--- config.mk ---
export PLATFORM = sky130hd
export DESIGN_NAME = matrix4_multiply_in_place
export DESIGN_NICKNAME = d
export VERILOG_FILES = /design/src/rtl/mm4_pkg.sv /design/src/rtl/mm4_store.sv /design/src/rtl/mm4_mac.sv /design/src/rtl/matrix4_multiply_in_place.sv
export SDC_FILE = /design/constraint.sdc
export NUM_CORES = 2
export LEC_CHECK = 0
export BUFFER_PORTS_ARGS = -buffer_cell sky130_fd_sc_hd__buf_2
export CAP_MARGIN = 40
export CORE_MARGIN = 4
export CORE_UTILIZATION = 38
export DETAILED_ROUTE_END_ITERATION = 8
export PLACE_DENSITY_LB_ADDON = 0.3
export REMOVE_ABC_BUFFERS = 1
export SYNTH_ARGS = -nofsm -noshare
export SYNTH_HDL_FRONTEND = slang
export SYNTH_SLANG_ARGS = --single-unit
--- constraint.sdc ---
create_clock -name clk -period 8.1 [get_ports clk]
set_clock_uncertainty 0.05 [all_clocks]
set_input_delay 0.81 -clock clk [delete_from_list [all_inputs] [get_ports clk]]
set_output_delay 0.81 -clock clk [all_outputs]
set_load 0.1 [all_outputs]
--- src/rtl/mm4_pkg.sv ---
// Shared constants, codes and interface structs for the 4x4 matrix multiplier.
`default_nettype none
package mm4_pkg;

  localparam int DIM       = 4;
  localparam int FRAC_BITS = 16;
  localparam int CELLS     = DIM * DIM;
  localparam int DIM_W     = (DIM > 1) ? $clog2(DIM) : 1;
  localparam int ADDR_W    = $clog2(CELLS);
  localparam int LA_W      = ADDR_W + 1;       // bank bit on top of element address
  localparam int LDEPTH    = 2 ** LA_W;
  localparam int DATA_W    = 32;
  localparam int PROD_W    = 2 * DATA_W;
  localparam int ACC_W     = PROD_W + DIM_W;   // exact sum of DIM products
  localparam int IDX_W     = 4;
  localparam int OP_W      = 2;

  typedef enum logic [OP_W-1:0] {
    OP_WR_LEFT  = 2'd0,
    OP_WR_RIGHT = 2'd1,
    OP_MULT     = 2'd2
  } op_t;

  typedef struct packed {
    logic              en;
    logic [LA_W-1:0]   laddr;
    logic [ADDR_W-1:0] raddr;
  } rd_req_t;

  typedef struct packed {
    logic                     en;
    logic                     to_left;
    logic [LA_W-1:0]          addr;
    logic signed [DATA_W-1:0] data;
  } wr_req_t;

  typedef struct packed {
    logic              vld;
    logic              first;   // first product of an element
    logic              last;    // last product of an element
    logic              fin;     // belongs to the final element of the run
    logic [ADDR_W-1:0] idx;
  } mac_ctl_t;

  typedef struct packed {
    logic                     vld;
    logic                     fin;
    logic [ADDR_W-1:0]        idx;
    logic signed [DATA_W-1:0] data;
  } mac_res_t;

endpackage
`default_nettype wire

--- src/rtl/mm4_store.sv ---
// Left (two banks) and right matrix memories with per-entry valid bits.
`default_nettype none
module mm4_store (
  input  wire logic                             clk,
  input  wire logic                             rst_n,
  input  wire mm4_pkg::rd_req_t                 rd,
  input  wire mm4_pkg::wr_req_t                 wr,
  output logic signed [mm4_pkg::DATA_W-1:0]     l_val,
  output logic signed [mm4_pkg::DATA_W-1:0]     r_val
);
  import mm4_pkg::*;

  logic signed [DATA_W-1:0] lmem [LDEPTH];
  logic signed [DATA_W-1:0] rmem [CELLS];
  logic [LDEPTH-1:0]        lvld_r;
  logic [CELLS-1:0]         rvld_r;
  logic signed [DATA_W-1:0] ldata_r;
  logic signed [DATA_W-1:0] rdata_r;
  logic                     lhit_r;
  logic                     rhit_r;

  // never-written entries read as zero
  always_ff @(posedge clk) begin
    if (!rst_n) begin
      lvld_r <= '0;
      rvld_r <= '0;
    end else if (wr.en) begin
      if (wr.to_left) begin
        lvld_r[wr.addr] <= 1'b1;
      end else begin
        rvld_r[wr.addr[ADDR_W-1:0]] <= 1'b1;
      end
    end
  end

  always_ff @(posedge clk) begin
    if (wr.en) begin
      if (wr.to_left) begin
        lmem[wr.addr] <= wr.data;
      end else begin
        rmem[wr.addr[ADDR_W-1:0]] <= wr.data;
      end
    end
  end

  always_ff @(posedge clk) begin
    if (rd.en) begin
      ldata_r <= lmem[rd.laddr];
      lhit_r  <= lvld_r[rd.laddr];
      rdata_r <= rmem[rd.raddr];
      rhit_r  <= rvld_r[rd.raddr];
    end
  end

  assign l_val = lhit_r ? ldata_r : '0;
  assign r_val = rhit_r ? rdata_r : '0;

endmodule
`default_nettype wire

--- src/rtl/mm4_mac.sv ---
// Multiply-accumulate pipeline: product register, exact accumulator, scale and saturate.
`default_nettype none
module mm4_mac (
  input  wire logic                             clk,
  input  wire logic                             rst_n,
  input  wire logic                             adv,
  input  wire mm4_pkg::mac_ctl_t                ctl_in,
  input  wire logic signed [mm4_pkg::DATA_W-1:0] l_val,
  input  wire logic signed [mm4_pkg::DATA_W-1:0] r_val,
  output mm4_pkg::mac_res_t                     res
);
  import mm4_pkg::*;

  logic signed [PROD_W-1:0]  prod_nxt;
  logic signed [PROD_W-1:0]  prod_r;
  logic signed [ACC_W-1:0]   acc_nxt;
  logic signed [ACC_W-1:0]   acc_r;
  logic signed [ACC_W-1:0]   shifted;
  logic [ACC_W-DATA_W:0]     upper;
  mac_ctl_t                  ctl_p_r;
  mac_ctl_t                  ctl_a_r;

  assign prod_nxt = l_val * r_val;
  assign acc_nxt  = ctl_p_r.first ? ACC_W'(prod_r) : acc_r + ACC_W'(prod_r);

  always_ff @(posedge clk) begin
    if (!rst_n) begin
      ctl_p_r <= '0;
      ctl_a_r <= '0;
    end else if (adv) begin
      ctl_p_r <= ctl_in;
      ctl_a_r <= ctl_p_r;
    end
  end

  always_ff @(posedge clk) begin
    if (adv) begin
      prod_r <= prod_nxt;
      if (ctl_p_r.vld) begin
        acc_r <= acc_nxt;
      end
    end
  end

  // floor shift, then clamp to signed 32 bits
  assign shifted = acc_r >>> FRAC_BITS;
  assign upper   = shifted[ACC_W-1:DATA_W-1];

  always_comb begin
    res.vld = ctl_a_r.vld && ctl_a_r.last;
    res.fin = ctl_a_r.fin;
    res.idx = ctl_a_r.idx;
    if (~|upper || &upper) begin
      res.data = shifted[DATA_W-1:0];
    end else if (shifted[ACC_W-1]) begin
      res.data = {1'b1, {(DATA_W-1){1'b0}}};
    end else begin
      res.data = {1'b0, {(DATA_W-1){1'b1}}};
    end
  end

endmodule
`default_nettype wire

--- src/rtl/matrix4_multiply_in_place.sv ---
// Top level: chained 4x4 Q16.16 matrix multiply, result replaces the left matrix.
//
//  channel | dir | tdata (low bit up)                   | tuser  | tlast
//  --------+-----+--------------------------------------+--------+-------------------
//  in_     | in  | elem_index[3:0], elem_value[35:4]    | op     | -
//  out_    | out | out_index[3:0], out_value[35:4]      | -      | last product item
//
// Loads are taken only in idle. A multiply issues DIM reads per product element on
// the single read port of each matrix memory and feeds the one shared multiplier;
// no new item is taken until the run has drained and the banks have swapped.
// The product goes into the spare left bank and the banks swap at the end of the run.
// Reset clears only valid bits, so both matrices read as zero with no clearing pass.
// A stalled output register freezes the whole read/multiply/accumulate pipeline.
`default_nettype none
module matrix4_multiply_in_place (
  input  wire logic        clk,
  input  wire logic        rst_n,
  input  wire logic        in_tvalid,
  output logic             in_tready,
  input  wire logic [39:0] in_tdata,   // elem_index[3:0], elem_value[35:4], zero pad
  input  wire logic [1:0]  in_tuser,   // op[1:0]
  output logic             out_tvalid,
  input  wire logic        out_tready,
  output logic [39:0]      out_tdata,  // out_index[3:0], out_value[35:4], zero pad
  output logic             out_tlast
);
  import mm4_pkg::*;

  localparam int TDATA_W = 40;
  localparam int PAD_W   = TDATA_W - IDX_W - DATA_W;
  localparam logic [ADDR_W-1:0] DIM_A    = ADDR_W'(DIM);
  localparam logic [DIM_W-1:0]  DIM_LAST = DIM_W'(DIM - 1);
  localparam logic [ADDR_W-1:0] K_LAST   = ADDR_W'(CELLS - 1);

  typedef enum logic [1:0] {ST_IDLE, ST_RUN, ST_DRAIN} state_t;

  state_t                   state_r, state_nxt;
  logic [DIM_W-1:0]         row_r, row_nxt;
  logic [DIM_W-1:0]         col_r, col_nxt;
  logic [DIM_W-1:0]         e_r, e_nxt;
  logic [ADDR_W-1:0]        k_r, k_nxt;
  logic                     bank_r, bank_nxt;
  mac_ctl_t                 ctl_s_r, ctl_s_nxt;
  logic                     out_valid_r, out_valid_nxt;
  logic [IDX_W-1:0]         out_idx_r, out_idx_nxt;
  logic signed [DATA_W-1:0] out_val_r, out_val_nxt;
  logic                     out_last_r, out_last_nxt;

  logic                     adv;
  logic                     issue;
  logic                     in_accept;
  logic [IDX_W-1:0]         in_idx;
  logic signed [DATA_W-1:0] in_val;
  logic                     idx_ok;
  rd_req_t                  rd;
  wr_req_t                  wr;
  logic signed [DATA_W-1:0] l_val;
  logic signed [DATA_W-1:0] r_val;
  mac_res_t                 res;

  assign in_idx    = in_tdata[IDX_W-1:0];
  assign in_val    = in_tdata[IDX_W +: DATA_W];
  assign idx_ok    = int'(in_idx) < CELLS;
  assign in_tready = (state_r == ST_IDLE);
  assign in_accept = in_tvalid && in_tready;

  // whole pipeline moves unless a result waits on a stalled output
  assign adv   = !out_valid_r || out_tready;
  assign issue = (state_r == ST_RUN) && adv;

  always_comb begin
    rd.en    = adv;
    rd.laddr = {bank_r, ADDR_W'(row_r) + DIM_A * ADDR_W'(e_r)};
    rd.raddr = ADDR_W'(e_r) + DIM_A * ADDR_W'(col_r);
  end

  // loads only in idle, product writes only during a run: one write port
  always_comb begin
    if (state_r == ST_IDLE) begin
      wr.en      = in_accept && idx_ok &&
                   (in_tuser == OP_WR_LEFT || in_tuser == OP_WR_RIGHT);
      wr.to_left = (in_tuser == OP_WR_LEFT);
      wr.addr    = {bank_r, ADDR_W'(in_idx)};
      wr.data    = in_val;
    end else begin
      wr.en      = adv && res.vld;
      wr.to_left = 1'b1;
      wr.addr    = {~bank_r, res.idx};
      wr.data    = res.data;
    end
  end

  always_comb begin
    state_nxt     = state_r;
    row_nxt       = row_r;
    col_nxt       = col_r;
    e_nxt         = e_r;
    k_nxt         = k_r;
    bank_nxt      = bank_r;
    ctl_s_nxt     = ctl_s_r;
    out_valid_nxt = out_valid_r;
    out_idx_nxt   = out_idx_r;
    out_val_nxt   = out_val_r;
    out_last_nxt  = out_last_r;

    if (adv) begin
      ctl_s_nxt.vld   = issue;
      ctl_s_nxt.first = (e_r == '0);
      ctl_s_nxt.last  = (e_r == DIM_LAST);
      ctl_s_nxt.fin   = (k_r == K_LAST);
      ctl_s_nxt.idx   = k_r;
      out_valid_nxt   = res.vld;
      out_idx_nxt     = IDX_W'(res.idx);
      out_val_nxt     = res.data;
      out_last_nxt    = res.fin;
    end

    case (state_r)
      ST_IDLE: begin
        if (in_accept && in_tuser == OP_MULT) begin
          row_nxt   = '0;
          col_nxt   = '0;
          e_nxt     = '0;
          k_nxt     = '0;
          state_nxt = ST_RUN;
        end
      end
      ST_RUN: begin
        if (issue) begin
          if (e_r == DIM_LAST) begin
            e_nxt = '0;
            k_nxt = k_r + ADDR_W'(1);
            if (row_r == DIM_LAST) begin
              row_nxt = '0;
              if (col_r == DIM_LAST) begin
                col_nxt   = '0;
                state_nxt = ST_DRAIN;
              end else begin
                col_nxt = col_r + DIM_W'(1);
              end
            end else begin
              row_nxt = row_r + DIM_W'(1);
            end
          end else begin
            e_nxt = e_r + DIM_W'(1);
          end
        end
      end
      ST_DRAIN: begin
        // last product written to the spare bank: it becomes the left matrix
        if (adv && res.vld && res.fin) begin
          bank_nxt  = ~bank_r;
          state_nxt = ST_IDLE;
        end
      end
      default: begin
        state_nxt = ST_IDLE;
      end
    endcase
  end

  always_ff @(posedge clk) begin
    if (!rst_n) begin
      state_r     <= ST_IDLE;
      bank_r      <= 1'b0;
      ctl_s_r     <= '0;
      out_valid_r <= 1'b0;
    end else begin
      state_r     <= state_nxt;
      bank_r      <= bank_nxt;
      ctl_s_r     <= ctl_s_nxt;
      out_valid_r <= out_valid_nxt;
    end
    row_r      <= row_nxt;
    col_r      <= col_nxt;
    e_r        <= e_nxt;
    k_r        <= k_nxt;
    out_idx_r  <= out_idx_nxt;
    out_val_r  <= out_val_nxt;
    out_last_r <= out_last_nxt;
  end

  mm4_store u_store (
    .clk   (clk),
    .rst_n (rst_n),
    .rd    (rd),
    .wr    (wr),
    .l_val (l_val),
    .r_val (r_val)
  );

  mm4_mac u_mac (
    .clk    (clk),
    .rst_n  (rst_n),
    .adv    (adv),
    .ctl_in (ctl_s_r),
    .l_val  (l_val),
    .r_val  (r_val),
    .res    (res)
  );

  assign out_tvalid = out_valid_r;
  assign out_tdata  = {{PAD_W{1'b0}}, out_val_r, out_idx_r};
  assign out_tlast  = out_last_r;

endmodule
`default_nettype wire

==> out/metrics.yaml <==
status: "complete, but fails checks"
violations: "setup timing"
antenna_found_initial: 17
synth_xor_area_share_pct: 1.07
rows: 196
synth_seq_cells: 1854
finalSetupTns_ps: -2100
cp_common_cell: "fa_1"
slew_viol_final: 0
drc: 0
synth_ff_type: "edfxtp_1"
hold_viol: 0
period_share_pct: 103
io_pins: 89
crit_type: "reg2reg"
crit_path_max_incr_delay_ps: 580
syn_inst: 7582
synth_top_area_share_pct: 49.0
fin_crit_ps: 8360
final_util_pct: 44.5
startpoint_type: "flop"
wl_per_cell_um: 26.2
vias: 64543
synth_top_family_by_area: "adder cells"
cts_tree: "yes"
crit_slowest_cell: "fa_1"
clock.fmax_mhz: 120
yosys.cell_types.count: 83
syn_to_final_growth_pct: 16.5
dieHeight_um: 544
synth-async-reset-ratio_pct: 0
end_kind: "flop"
fin_ws_ps: -260
overflow: 0
nets: 9570
fp.coreArea_mm2: 0.285
dieArea_mm2: 0.296
io_buffers: 80
seq_area_frac_synth_pct: 50.3
drtIter0Drc: 6058
globalplace.congestion: 0.947
fp.dieW_um: 544
postRouteAntennaNets: 0
tightestPinTransition_ps: 1090
worstPathMaxFanout: 19
synth_top_cell_by_area: "edfxtp_1"
ys_top_cells_by_area: "edfxtp_1, fa_1, mux4_2"
start_util_pct: 38.2
fill_cells: 25443
grt_max_degree: 124
synthMuxAreaShare_pct: 10.9
setup-violations-final: 15
worstPathRequired_ps: 8600
syn_area_per_cell_um2: 14.4
clkTransAtPathRegs_ps: 60
synth_edf_count: 1779
numCtsBuffers: 185
track_usage_pct: 21.7
power_density_mw_per_mm2: 162
holdCritPathClass: "in2reg"
synthSimpleGateAreaFrac_pct: 6.24
synthAdderAreaFrac_pct: 22.8
cp.arrival_ps: 8860
r2r_cells: 33
hold_buffers: 0
grt_pass1_wl_um: 467000
clock_latency_ps: 860
leakagePower_uw: 0.0479
cap_violations: 0
vias_per_cell: 5.31
ys.warnings.count: 0
cts_max_level: 4
grt_pass1_vias: 68190
root_buffer: "clkbuf_16"
synth_compound_area_share_pct: 3.55
slew_headroom_pct: 27.3
synth_area_mm2: 0.109
irDropWorstVdd_mv: 0.197
numClockSinks: 1854
cts_buffer_depth: 3
dp_hpwl_um: 225000
whs_path_depth: 3
rsz0062_at_grt: "true"
drt_wl_total_um: 319000
drtPass1Iterations: 6
drive_above_1_share_pct: 22.0
==> layer usage <==
layer	vias to the layer above	routed length, um	share of wire, %	track usage (%)
met1	34522	131000	41	29.5
met4	2	14200	4.5	8.55
met2	2225	155000	48	35.6
met3	421	19400	6.1	2.71
met5	-	13	0.0041	0
li1	27373	-	-	-
==> flip-flops by register name, indices dropped and copies added, names as in the netlist, 2 cells and up <==
| signal | cells |
|---|---|
| col_r | 2 |
| ctl_s_r | 8 |
| e_r | 2 |
| k_r | 4 |
| out_idx_r | 4 |
| out_val_r | 32 |
| row_r | 2 |
| state_r | 2 |
| u_mac.acc_r | 66 |
| u_mac.ctl_a_r | 2 |
| u_mac.ctl_p_r | 8 |
| u_mac.prod_r | 64 |
| u_mac.res | 5 |
| u_store.ldata_r | 32 |
| u_store.lmem | 1024 |
| u_store.lvld_r | 32 |
| u_store.rdata_r | 32 |
| u_store.rmem | 512 |
| u_store.rvld_r | 16 |
==> cell usage in the layout (no fill, tap or decap), drive strengths merged, types with 6 or more instances in the layout <==
cell type  count
ha           254
o211ai        10
mux2          67
bufinv        20
xor2          53
clkinvlp       7
edfxtp      1779
clkinv        93
a21o         118
fa          1083
nor3b         10
diode         61
o21bai        27
clkbuf       219
and2          80
and3          13
nor2         629
a21oi        136
o31ai          9
nor2b         16
dfxtp         75
nand2b        12
o21ai        126
a31oi         16
a21boi        28
a22oi          6
nand3         39
nand2        759
xnor2         80
nand4         31
buf          799
o21a          62
nor4          14
mux4         495
nor3          20
a211oi        13
inv         1079
==> power by group <==
group	leakage (uW)	switching [uW]	internal (uW)
clock	0.00304	3790	4950
combinational	0.0279	671	437
sequential	0.0170	66.1	10600
==> synth_stat cells (39+ instances only) <==
master and count:
nor2_1 629, fa_1 1083, inv_1 1074, clkbuf_1 335
nand2_1 759, ha_1 254, mux4_2 495, and2_1 75
mux2_2 67, o21a_1 62, nand3_1 39, xor2_1 53
dfxtp_1 75, xnor2_1 80, o21ai_0 121, a21o_1 115
edfxtp_1 1779, buf_1 42, a21oi_1 136
==> path summary, 6_finish.rpt <==
path | from | to | slack [ps]
min reg2reg | u_store.rvld_r[11] | u_store.rvld_r[11] | 410
min | in_tuser[1] | state_r[0] | 290
max reg2reg | u_store.rhit_r | u_mac.prod_r[55] | -260
max | u_store.rhit_r | u_mac.prod_r[55] | -260
==> critical path, delay by kind of cell (launching register included) <==
family | cells | cell delay (ps)
adders and majority gates | 9 | 4200
buffers and inverters | 11 | 1420
AOI/OAI and AO/OA | 7 | 1040
and+or+nand+nor | 5 | 830
DFF | 1 | 410
xor gates and xnor gates | 1 | 80
==> area by class of cell <==
class | count | area, um^2 | share of cell area (%)
sequential | 1854 | 54900 | 43.2
multi-input combinational | 4271 | 49500 | 39.0
timing repair buffer | 799 | 7380 | 5.81
clock buffer | 219 | 4810 | 3.79
tap | 3762 | 4710 | 3.71
inverter | 1076 | 4050 | 3.19
clock inverter | 123 | 1500 | 1.18
antenna | 61 | 153 | 0.120
==> kinds of logic after synthesis <==
group | after synthesis
compound gates | 587
buf+inv | 1460
simple gates | 1645
xor+xnor | 133
flops | 1854
other cells | 1
mux | 565
fa+ha+maj | 1337
==> stage by stage <==
stage               instances  worst slack, ps  cell area, um^2  hold slack (ps)  power [uW]
global placement        11715             -665           119000              391       11900
CTS                     12100             -334           127000              201       20700
global route            12162             -507           127000              255       21200
detailed placement      11751             -679           120000              399       12000
floorplan                7201            -3810           108000              380       11600
finish                  12165             -260           127000              292       20500
==> timing repair <==
item	4_1_cts	5_1_grt
endpoints found under the setup margin	29	29
cloned	0	0
setup buffers	7	4
resized for setup	91	72
pin swaps	9	11
Note: power is estimated with default switching activity, not from simulation.
